File: src/rtl/ldc_pkg.sv
// Shared types for the longest dominance chain block.
`default_nettype none
package ldc_pkg;

  // Result of one pair comparison, from the compare pipe to the sequencer.
  typedef struct packed {
    logic vld;   // result present this cycle
    logic busy;  // any stage occupied
    logic fwd;   // stored item i precedes item j
    logic bwd;   // item j precedes stored item i
  } prec_t;

endpackage
`default_nettype wire

File: src/rtl/ldc_cmp.sv
// Two-stage pipe deciding precedence both ways between two quadratics.
`default_nettype none
module ldc_cmp #(
  parameter int W  = 16,
  parameter int IW = 6
) (
  input  wire logic                 clk,
  input  wire logic                 rst_n,
  input  wire logic                 in_vld,
  input  wire logic [IW-1:0]        in_idx,
  input  wire logic signed [W-1:0]  ai,
  input  wire logic signed [W-1:0]  bi,
  input  wire logic signed [W-1:0]  ci,
  input  wire logic signed [W-1:0]  aj,
  input  wire logic signed [W-1:0]  bj,
  input  wire logic signed [W-1:0]  cj,
  output ldc_pkg::prec_t            res,
  output logic [IW-1:0]             res_idx
);
  import ldc_pkg::*;

  localparam int DW = 2 * W + 5;

  // stage 1: differences and flags
  logic              s1_vld_r;
  logic [IW-1:0]     s1_idx_r;
  logic signed [W:0] da_r, db_r, dc_r;
  logic              a_lt_r, a_eq_r, b_eq_r, c_lt_r, c_gt_r;
  // stage 2: products
  logic                  s2_vld_r;
  logic [IW-1:0]         s2_idx_r;
  logic signed [2*W+1:0] sq_r, pr_r;
  logic                  a_lt2_r, a_eq2_r, b_eq2_r, c_lt2_r, c_gt2_r;
  logic signed [DW-1:0]  disc;
  logic                  neg;

  always_ff @(posedge clk) begin
    if (!rst_n) begin
      s1_vld_r <= 1'b0;
      s2_vld_r <= 1'b0;
    end else begin
      s1_vld_r <= in_vld;
      s2_vld_r <= s1_vld_r;
    end
    s1_idx_r <= in_idx;
    da_r     <= {aj[W-1], aj} - {ai[W-1], ai};
    db_r     <= {bj[W-1], bj} - {bi[W-1], bi};
    dc_r     <= {cj[W-1], cj} - {ci[W-1], ci};
    a_lt_r   <= ai < aj;
    a_eq_r   <= ai == aj;
    b_eq_r   <= bi == bj;
    c_lt_r   <= ci < cj;
    c_gt_r   <= ci > cj;
    s2_idx_r <= s1_idx_r;
    sq_r     <= db_r * db_r;
    pr_r     <= da_r * dc_r;
    a_lt2_r  <= a_lt_r;
    a_eq2_r  <= a_eq_r;
    b_eq2_r  <= b_eq_r;
    c_lt2_r  <= c_lt_r;
    c_gt2_r  <= c_gt_r;
  end

  // discriminant sign is the same for both orderings
  assign disc = DW'(sq_r) - (DW'(pr_r) <<< 2);
  assign neg  = disc[DW-1];

  always_comb begin
    res.vld  = s2_vld_r;
    res.busy = s1_vld_r | s2_vld_r;
    res.fwd  = (a_lt2_r & neg) | (a_eq2_r & b_eq2_r & c_lt2_r);
    res.bwd  = (~a_lt2_r & ~a_eq2_r & neg) | (a_eq2_r & b_eq2_r & c_gt2_r);
  end
  assign res_idx = s2_idx_r;

endmodule
`default_nettype wire

File: config.mk
export PLATFORM = sky130hd
export DESIGN_NAME = ldc_cmp
export DESIGN_NICKNAME = d
export VERILOG_FILES = /design/src/rtl/ldc_pkg.sv /design/src/rtl/ldc_cmp.sv
export SDC_FILE = /design/constraint.sdc
export NUM_CORES = 2
export LEC_CHECK = 0
export ABC_AREA = 1
export ABC_CLOCK_PERIOD_IN_PS = 11000
export BUFFER_PORTS_ARGS = -buffer_cell sky130_fd_sc_hd__buf_2
export CAP_MARGIN = 0
export CORE_MARGIN = 3
export CORE_UTILIZATION = 40
export CTS_CLUSTER_DIAMETER = 30
export DETAILED_ROUTE_END_ITERATION = 8
export GPL_TIMING_DRIVEN = 1
export MAX_ROUTING_LAYER = met4
export PLACE_DENSITY = 0.62
export REMOVE_ABC_BUFFERS = 1
export SETUP_SLACK_MARGIN = 0.15
export SYNTH_ARGS = -nofsm -noshare
export SYNTH_HDL_FRONTEND = slang
export SYNTH_SLANG_ARGS = --single-unit
export TNS_END_PERCENT = 5
File: constraint.sdc
create_clock -name clk -period 11 [get_ports clk]
set_input_delay 3.3 -clock clk [delete_from_list [all_inputs] [get_ports clk]]
set_output_delay 3.3 -clock clk [all_outputs]
set_load 0.1 [all_outputs]
==> results.ini <==
[floorplan]
ios = 115
core-area_um2 = 69200
rows = 96
die_area_um2 = 73700
die_h_um = 272
initial_core_util = 0.408
die_w_um = 272

[sta]
fin_crit_sh = 0.576
skew_ns = 0.0122
finalSetupTns_ns = 0
finalSetupViolations = 0
final_max_slew_viol_count = 0
hold_violations = 0
clock.fmax_mhz = 158
fin_crit_ns = 6.33
slew_headroom = 0.309
worst_pin_slew_ns = 1.03
rsz0062_at_grt = no

[routing]
vias = 20900
viasPerCell = 4.67
drt_iter0_drc = 1078
wire_per_inst_um = 14.4
drt-total-wl_um = 64200
drtPass1Iterations = 5
ant_nets = 0
drc = 0

[final_layout]
fillers = 7025
final_nets = 4450
syn2layout_area_growth_pct = 7.17
diodes = 0
drive_gt1_frac = 0.0512

[synth]
synth_flop_cell = dfxtp_1
async_flop_share = 0
seq_area_frac_synth = 0.100
synth_top_cell_by_area = fa_1
synth_top_area_frac = 0.403
yosys_register_bits = 141
synth.top_cells.by_count = inv_1 (1038), nand2_1 (726), fa_1 (568)
synth_cells = 3493
netlist_area_um2 = 28200
synth_edf_count = 0
synth.most_common_cell = inv_1
yosys_warnings = 0
synth_area_leaders = fa_1 (40%), inv_1 (14%), ha_1 (11%), dfxtp_1 (10%), nand2_1 (9.7%)
avgSynthCellArea_um2 = 8.07
synth.distinct_cells = 41

[setup_path]
r2r-start = dc_r[5]
cp_top_family = adder cells
rr_worst_depth = 18
endpoint_kind = register
critPathLaunchType = register
r2r-end = pr_r[33]
arrival_ns = 6.73
required_ns = 11.40
max_stage_delay_ns = 1.00
worst-path-buf-inv = 3
path_max_fanout = 17
critPathKind = register to register
slowest_stage = dfxtp_1
rrSetupSlack_ns = 4.67
cp_common_cell = fa_1
worstPathCellList = nand2_1 -> fa_1 -> inv_1 -> fa_1 -> fa_1 -> fa_1 -> fa_1 -> inv_1 -> fa_1 -> inv_1 -> ha_1 -> a21oi_1 -> o21ai_0 -> a21oi_1 -> o21ai_0 -> a21oi_1 -> nand2_1 -> nand2_1

[grt]
grt_pass1_vias = 22100
antenna_found_initial = 0
grt_pass1_wl_um = 110000
grt.total_usage = 0.189
gr-total-overflow = 0
grt_max_degree = 24

[min_path]
hold_class = register to register
holdCritStartpoint = s1_idx_r[0]
whs_path_depth = 0
holdPathEnd = res_idx[0]

[placement]
gp_congestion = 0.953
dp_hpwl_um = 56000
io_buffers = 114

[clock_tree]
cts_tree = built
cts.clk_slew.worst_paths_ns = 0.07
clk_path_buf_depth = 2
clkLatencyLatePin_ns = 0.46
postCtsSetupBuffers = 0
tritoncts.num_buffers = 17
ctsHoldBuffers = 0
cts.sinks = 141
htree_num_levels = 4
post_cts_resized = 0
root_buffer = clkbuf_16

[status]
status = finished clean

[flow_run]
drv_cap = 0

## metal layers
layer / share of wire / vias to the layer above / track usage / wire (µm)
met3: 0.040 / 51 / 0.0248 / 2550
met2: 0.48 / 421 / 0.313 / 31000
li1: - / 10100 / - / -
met1: 0.46 / 10200 / 0.250 / 29800
met5: 0 / - / - / 0
met4: 0.013 / 0 / 0.0360 / 867
## through the flow
step                hold WS, ns  area [µm²]  setup WS, ns  cells  utilization
CTS                       0.323       30200          4.74   4468        0.437
global route              0.333       30200          4.32   4468        0.437
floorplan                 0.310       27800          5.57   3387            -
detailed placement        0.312       29600          4.78   4436        0.427
finish                    0.322       30200          4.67   4468        0.437
global placement          0.310       29600          4.74   4436        0.427
## state kept, by name, indices dropped and copies added (netlist names)
signal    cells
a_eq2_r       1
a_eq_r        1
a_lt2_r       1
a_lt_r        1
b_eq2_r       1
b_eq_r        1
c_gt2_r       1
c_gt_r        1
c_lt2_r       1
c_lt_r        1
da_r         17
db_r         17
dc_r         17
pr_r         34
res_idx       6
s1_idx_r      6
s1_vld_r      1
s2_vld_r      1
sq_r         32
## cells in the final DEF (no fill, tap or decap), types with 27 or more instances in the layout
master / Yosys / layout
inv_1: 1038 / 1038
nand2_1: 726 / 726
fa_1: 568 / 568
ha_1: 253 / 253
nor2_1: 142 / 142
dfxtp_1: 141 / 141
a21oi_1: 123 / 123
buf_2: 0 / 114
nand3_1: 79 / 79
xor2_1: 74 / 74
o21ai_0: 54 / 54
xnor2_1: 35 / 35
nand4_1: 27 / 27
## cell type report
type | count | area [µm²] | area share
tap | 931 | 1160 | 0.0385
multi-input combinational | 2208 | 21100 | 0.698
clock inverter | 10 | 175 | 0.00579
clock buffer | 22 | 484 | 0.0160
sequential | 141 | 2820 | 0.0934
inverter | 1038 | 3900 | 0.129
timing repair buffer | 118 | 601 | 0.0199
## logic make-up (layout without fill, tap and decap cells)
logic type	Yosys count	count (layout)	synth area share
buffers and inverters	1144	1188	0.152
DFF	141	141	0.100
xor gates and xnor gates	109	109	0.0338
AOI/OAI and AO/OA	251	251	0.0508
and+or+nand+nor	1027	1027	0.147
adders and majority gates	821	821	0.515
## how the worst max path moves through the flow
stage / startpoint / cells past startpoint / end / slack (ns)
detailed placement: db_r[16] / 21 / sq_r[33] / 4.78
CTS: dc_r[5] / 18 / pr_r[33] / 4.74
floorplan: db_r[16] / 21 / sq_r[33] / 5.57
global placement: db_r[5] / 17 / sq_r[27] / 4.74
global route: db_r[16] / 21 / sq_r[33] / 4.32
finish: dc_r[5] / 18 / pr_r[33] / 4.67
Power is left out: the tool's default activity adds up to more than one toggle a clock period on the data nets, which glitch-free logic cannot reach.
