[config.mk]
export PLATFORM = sky130hd
export DESIGN_NAME = ldc_ram
export DESIGN_NICKNAME = d
export VERILOG_FILES = /design/src/rtl/ldc_ram.sv
export SDC_FILE = /design/constraint.sdc
export NUM_CORES = 1
export LEC_CHECK = 0
export ABC_CLOCK_PERIOD_IN_PS = 2280
export BUFFER_PORTS_ARGS = -buffer_cell sky130_fd_sc_hd__buf_4
export CAP_MARGIN = 20
export CORE_MARGIN = 1.5
export CORE_UTILIZATION = 45
export CTS_CLUSTER_DIAMETER = 80
export CTS_CLUSTER_SIZE = 28
export DETAILED_ROUTE_END_ITERATION = 10
export PLACE_DENSITY = 0.65
export REMOVE_ABC_BUFFERS = 1
export SLEW_MARGIN = 15
export SYNTH_ARGS = -nofsm -noshare
export SYNTH_HDL_FRONTEND = slang
export SYNTH_SLANG_ARGS = --single-unit
[constraint.sdc]
create_clock -name clk -period 2.28 [get_ports clk]
set_clock_uncertainty 0.1 [all_clocks]
set_input_delay 0 -clock clk [delete_from_list [all_inputs] [get_ports clk]]
set_output_delay 0 -clock clk [all_outputs]
set_load 0.005 [all_outputs]
[src/rtl/ldc_ram.sv]
// Generic simple dual-port RAM with registered read.
`default_nettype none
module ldc_ram #(
  parameter int WIDTH = 8,
  parameter int DEPTH = 64
) (
  input  wire logic                                  clk,
  input  wire logic                                  we,
  input  wire logic [((DEPTH > 1) ? $clog2(DEPTH) : 1)-1:0] waddr,
  input  wire logic [WIDTH-1:0]                      wdata,
  input  wire logic [((DEPTH > 1) ? $clog2(DEPTH) : 1)-1:0] raddr,
  output logic      [WIDTH-1:0]                      rdata
);

  logic [WIDTH-1:0] mem [DEPTH];

  always_ff @(posedge clk) begin
    if (we) begin
      mem[waddr] <= wdata;
    end
    rdata <= mem[raddr];
  end

endmodule
`default_nettype wire

==> results.yml, run 1 <==
sta:
  hold_viol: 0
  clock.fmax_ghz: 0.446
  rsz0062_at_grt: "no"
  worstMarginPinSlew_ns: 0.753
  finalMaxSlewViolations: 0
  post-route-period-util_pct: 98.4
  fin_crit_ns: 2.24
  setup_violations: 0
  slew_headroom_pct: 49.8
power_and_ir_drop:
  p_sw_share_pct: 20.9
  clockPowerShare_pct: 29.9
  vdd_ir_drop_max_mv: 0.541
  total_power_mw: 16.7
  leakage_nw: 7.12
  p_sw_mw: 3.49
  power_frac_comb_pct: 6.4
  p_int_mw: 13.2
  seq_power_share_pct: 63.7
  cellPowerDensity_nw_per_um2: 735
place:
  gp_congestion: 0.835
  portBuffers: 29
  dp_cells: 1620
  post-dp-hpwl_um: 28100
routing:
  drc: 0
  drtPass1Iterations: 5
  post_drt_wl_per_cell_um: 26.6
  drt_iter0_drc: 1227
  num_vias: 9802
  via_per_inst: 5.84
  wirelength_um: 44700
  ant_nets: 0
finish:
  nets: 1092
  ff_latch_area_um2: 15500
  final_cell_mix: "edfxtp_1 (512), buf_4 (130), mux4_2 (126), nor2_1 (83)"
  fin_cells: 1678
  multi_input_area_um2: 4320
  n_antenna_cell: 0
  drive_above_1_share_pct: 28.5
  final_common_cell: "edfxtp_1"
  area_growth_pct: 12.3
  final_util_pct: 51.2
  n_fill_cell: 3482
synthesis:
  ys_seq_elements: 520
  synth_area_per_cell_um2: 21.5
  ys_warn_count: 0
  synth_cell_types: 40
  synthCells: 940
  netlist_area_um2: 20200
  ys_seq_area_share_pct: 77.0
grt:
  grt_pass1_vias: 9959
  grt_pass1_wl_um: 66400
  antenna_found_initial: 0
  track_usage_pct: 19.5
  grt_max_degree: 65
  overflow: 0
status:
  status: "complete, no violations"
die:
  start_util_pct: 45.6
  io_pins: 30
  die_h_um: 215
  core-area_um2: 44200
  dieArea_um2: 46100
  row_count: 77
  fp.dieW_um: 215
critical_path:
  cpMaxStageDelayCell: "mux4_2"
  r2r-start: "mem[21][4]"
  crit_path_max_fanout: 1
  cp_cell_sequence: "mux4_2 -> mux2_2 -> o221a_2 -> nor3_1 -> o32ai_1"
  cp_slowest_stage_delay_ns: 0.50
  start_kind: "register"
  ff2ff_setup_slack_ns: 0.04
  end_kind: "register"
  ff2ff_path_depth: 5
  worstReg2RegEnd: "rdata[4]"
  cp.required_ns: 2.62
  crit_arrival_ns: 2.58
  worstSetupPathType: "register to register"
clock_tree:
  ctsHtreeMaxLevel: 1
  clockBufferDepth: 3
  clk_pin_slew_ns: 0.11
  cts_buffers: 23
  cts_root_buf: "clkbuf_16"
  cts_setup_buffers: 0
  cts_tree: "done"
  clock_latency_ns: 0.56
  clkSinkCount: 520
worst_hold_path:
  whs_endpoint: "mem[51][4]"
  min_path_type: "primary input to register"
  min_from: "waddr[0]"
  min_path_cells: 4
job:
  maxCapViolCount: 0
through the flow:
step           setup slack [ns]  hold slack (ns)  cell area, µm²  setup TNS (ns)
6_report                 0.0361           0.0481           22600               0
5_1_grt                 0.00581           0.0313           22600               0
4_1_cts                  0.0734           0.0163           22600               0
3_5_place_dp             -0.105            0.285           21700          -0.105
3_3_place_gp            -0.0567            0.282           21700         -0.0567
2_1_floorplan             0.496         -0.00113           19900               0
power by group through the flow:
stage	Clock (mW)	Combinational (mW)	Sequential, mW
floorplan	0	0.410	10.8
global placement	0	1.04	10.8
detailed placement	0	1.05	10.8
CTS	5.08	1.07	10.6
global route	5.37	1.13	10.6
finish	4.98	1.06	10.6
synth_stat cells, drive strengths merged:
| cell type | n | area (µm²) |
|---|---|---|
| edfxtp | 512 | 15400 |
| mux4 | 126 | 2840 |
| nor2 | 83 | 312 |
| buf | 34 | 253 |
| mux2i | 23 | 230 |
| nand2 | 19 | 71.3 |
| clkbuf | 17 | 63.8 |
| nor2b | 14 | 87.6 |
| mux2 | 13 | 146 |
| nand3 | 13 | 65.1 |
| dfxtp | 8 | 160 |
| o221ai | 8 | 70.1 |
| o22ai | 8 | 50.1 |
| nand2b | 7 | 43.8 |
| nor3 | 7 | 35.0 |
| a221oi | 6 | 52.6 |
| a211oi | 4 | 30.0 |
| o21ai | 4 | 20.0 |
| a21oi | 3 | 15.0 |
| a22oi | 3 | 22.5 |
| nand3b | 3 | 22.5 |
| o2111ai | 3 | 26.3 |
| o2bb2ai | 3 | 26.3 |
| a2111oi | 2 | 17.5 |
| nand4 | 2 | 12.5 |
| nor4 | 2 | 12.5 |
| o21a | 2 | 15.0 |
| o221a | 2 | 22.5 |
| o32ai | 2 | 17.5 |
| o41ai | 2 | 17.5 |
| a31oi | 1 | 6.26 |
| and2 | 1 | 6.26 |
| nand4b | 1 | 8.76 |
| o311ai | 1 | 8.76 |
| or3 | 1 | 6.26 |
sequential cells by signal, summed over array words and instances (netlist names):
register / cells
mem: 512
rdata: 8
layout make-up:
class                           instances  share of cell area (%)
Timing Repair Buffer                  156                    5.83
Multi-Input combinational cell        369                    19.1
Clock inverter                          4                   0.309
Sequential cell                       520                    68.6
Clock buffer                           37                    2.91
Tap cell                              592                    3.27
worst max-delay path, delay by kind of cell (launching register included):
kind | cells | cell delay, ns
simple gates | 1 | 0.44
mux | 2 | 0.78
compound gates | 2 | 0.43
flops | 1 | 0.38
metal layers:
layer | global-route usage (%) | vias to the layer above | wire, µm
li1 | - | 4154 | -
met1 | 28.4 | 5182 | 19100
met2 | 31.1 | 401 | 21200
met3 | 3.34 | 65 | 3300
met4 | 4.67 | 0 | 1090
met5 | 0 | - | 0
repair_timing:
item	CTS	global route
gates resized for setup	0	0
hold buffers	17	0
hold endpoints to repair	579	0
kinds of logic (layout without fill, tap and decap cells):
| group | Yosys count | after routing | synth area share (%) |
|---|---|---|---|
| AND/OR/NAND/NOR | 153 | 153 | 3.39 |
| multiplexers | 162 | 162 | 15.9 |
| flip-flops | 520 | 520 | 77.0 |
| AO/OA/AOI/OAI | 54 | 54 | 2.07 |
| buffers and inverters | 51 | 197 | 1.57 |
how the worst max path moves through the flow:
stage,start,endpoint,cells past startpoint
finish,mem[21][4],rdata[4],5
global route,mem[21][4],rdata[4],5
CTS,mem[21][4],rdata[4],5
detailed placement,raddr[0],rdata[4],7
global placement,raddr[0],rdata[4],7
floorplan,mem[29][4],rdata[4],5
Power figures use the tool's default switching activity.
==> run 2: changes to the inputs <==
CORE_ASPECT_RATIO = 1.2   (was unset)
==> run 2 against run 1 <==
Compared with the run above:
- clock power down 7.0%
- sequential power barely moved
- routed wire length decreased by 2.8%
- sequential share of layout area grew 0.31 points
- cell count is 2.3% lower
- worst setup slack improved by 0.082 ns
- hold slack better by 0.038 ns
- critical endpoint is now rdata[6]
==> results.yml, run 2 (same netlist as run 1, synthesis figures left out) <==
status:
  status: "complete, no violations"
power_and_ir_drop:
  leakage_nw: 7.09
  cellPowerDensity_nw_per_um2: 723
  vdd_ir_drop_max_mv: 0.485
  total_power_mw: 16.3
clock_tree:
  cts_buffers: 22
  clock_latency_ns: 0.57
  clockBufferDepth: 3
  post_cts_resized: 0
  clk_pin_slew_ns: 0.11
  cts_root_buf: "clkbuf_16"
  ctsHtreeMaxLevel: 1
  clkSinkCount: 520
  cts_tree: "done"
finish:
  final_cell_mix: "edfxtp_1 (512), buf_4 (132), mux4_2 (126), nor2_1 (83)"
  n_fill_cell: 3446
  area_growth_pct: 11.8
  multi_input_area_um2: 4320
  largest_register_ffs: 512
  n_antenna_cell: 0
  drive_above_1_share_pct: 28.4
  ff_latch_area_um2: 15500
  nets: 1095
  largestRegisters: "mem x512, rdata x8"
  final_common_cell: "edfxtp_1"
  regMostFlops: "mem"
sta:
  fin_crit_ns: 2.16
  worstMarginPinSlew_ns: 0.726
  hold_viol: 0
  finalMaxSlewViolations: 0
  post-route-period-util_pct: 94.8
  setup-tns-final_ns: 0
  slew_headroom_pct: 51.6
  setup_violations: 0
  rsz0062_at_grt: "no"
  clock.fmax_ghz: 0.462
place:
  post-dp-hpwl_um: 27500
  portBuffers: 29
  gp_congestion: 0.774
routing:
  drtPass1Iterations: 4
  ant_nets: 0
  num_vias: 9526
  via_per_inst: 5.81
  drc: 0
  wirelength_um: 43400
  drt_iter0_drc: 935
  post_drt_wl_per_cell_um: 26.5
worst_hold_path:
  min_path_type: "primary input to register"
die:
  start_util_pct: 45.8
  core-area_um2: 44000
  die_h_um: 235
  fp.dieW_um: 196
  dieArea_um2: 46100
  row_count: 84
  io_pins: 30
critical_path:
  start_kind: "register"
  end_kind: "register"
  cp.required_ns: 2.63
  crit_path_max_fanout: 1
  worstSetupPathType: "register to register"
  crit_arrival_ns: 2.51
grt:
  grt_pass1_wl_um: 64900
  antenna_found_initial: 0
  overflow: 0
  grt_max_degree: 65
  grt_pass1_vias: 9790
  track_usage_pct: 19.3
job:
  maxCapViolCount: 0
[run 2: changes by cell type in the layout (fill, tap and decap cells not counted), sizes merged]
cell and change:
buf +3, bufinv -1, clkbuf -6, clkinv -1, clkinvlp -1, dlygate4sd3 +1
[run 2: layout make-up]
type / instances / share of cell area (%)
clock buffers: 31 / 2.69
clock inverters: 1 / 0.0722
multi-input cells: 369 / 19.1
flip-flops and latches: 520 / 68.9
well taps: 559 / 3.10
repair buffers: 160 / 6.06
[run 2: report_power, final]
part	internal, mW	switching [mW]	total [mW]
combinational	0.453	0.602	1.05
clock	1.88	2.75	4.63
sequential	10.6	0.0373	10.6
[run 2: layer usage]
| layer | up-vias | GRT usage, % | part of all wire [%] |
|---|---|---|---|
| li1 | 4153 | - | - |
| met1 | 5045 | 27.5 | 42 |
| met2 | 269 | 32.0 | 50 |
| met3 | 59 | 1.77 | 5.1 |
| met4 | 0 | 5.41 | 2.4 |
| met5 | - | 0 | 0 |
[run 2: critical path, cell delays in order, from the launching register on]
cell      delay, ns
edfxtp_1       0.38
mux4_2         0.45
mux2_2         0.28
o221a_2        0.28
nor3_1         0.41
o32ai_1        0.15
[run 2: final timing paths]
check | start | to | slack [ns] | depth (start not counted)
setup / recovery | mem[28][6] | rdata[6] | 0.12 | 5
hold reg to reg | mem[31][4] | rdata[4] | 0.76 | 3
hold / removal | waddr[4] | mem[49][2] | 0.09 | 4
setup reg to reg | mem[28][6] | rdata[6] | 0.12 | 5
[run 2: timing repair]
action / 4_1_cts / 5_1_grt
endpoints found under the setup margin: 0 / 0
buffers inserted: 0 / 0
hold buffers: 18 / 0
endpoints found under the hold margin: 581 / 0
[run 2: through the flow]
step	std cells	cell area [µm²]	hold WS, ns	setup WS, ns	utilization, %
after detailed placement	1590	21700	0.241	0.0501	49.4
after global routing	1640	22500	0.0700	0.114	51.2
after CTS	1640	22500	0.0354	0.154	51.2
final	1640	22500	0.0866	0.118	51.2
after global placement	1590	21700	0.236	0.0558	49.4
after floorplan	889	19900	-0.00113	0.496	-
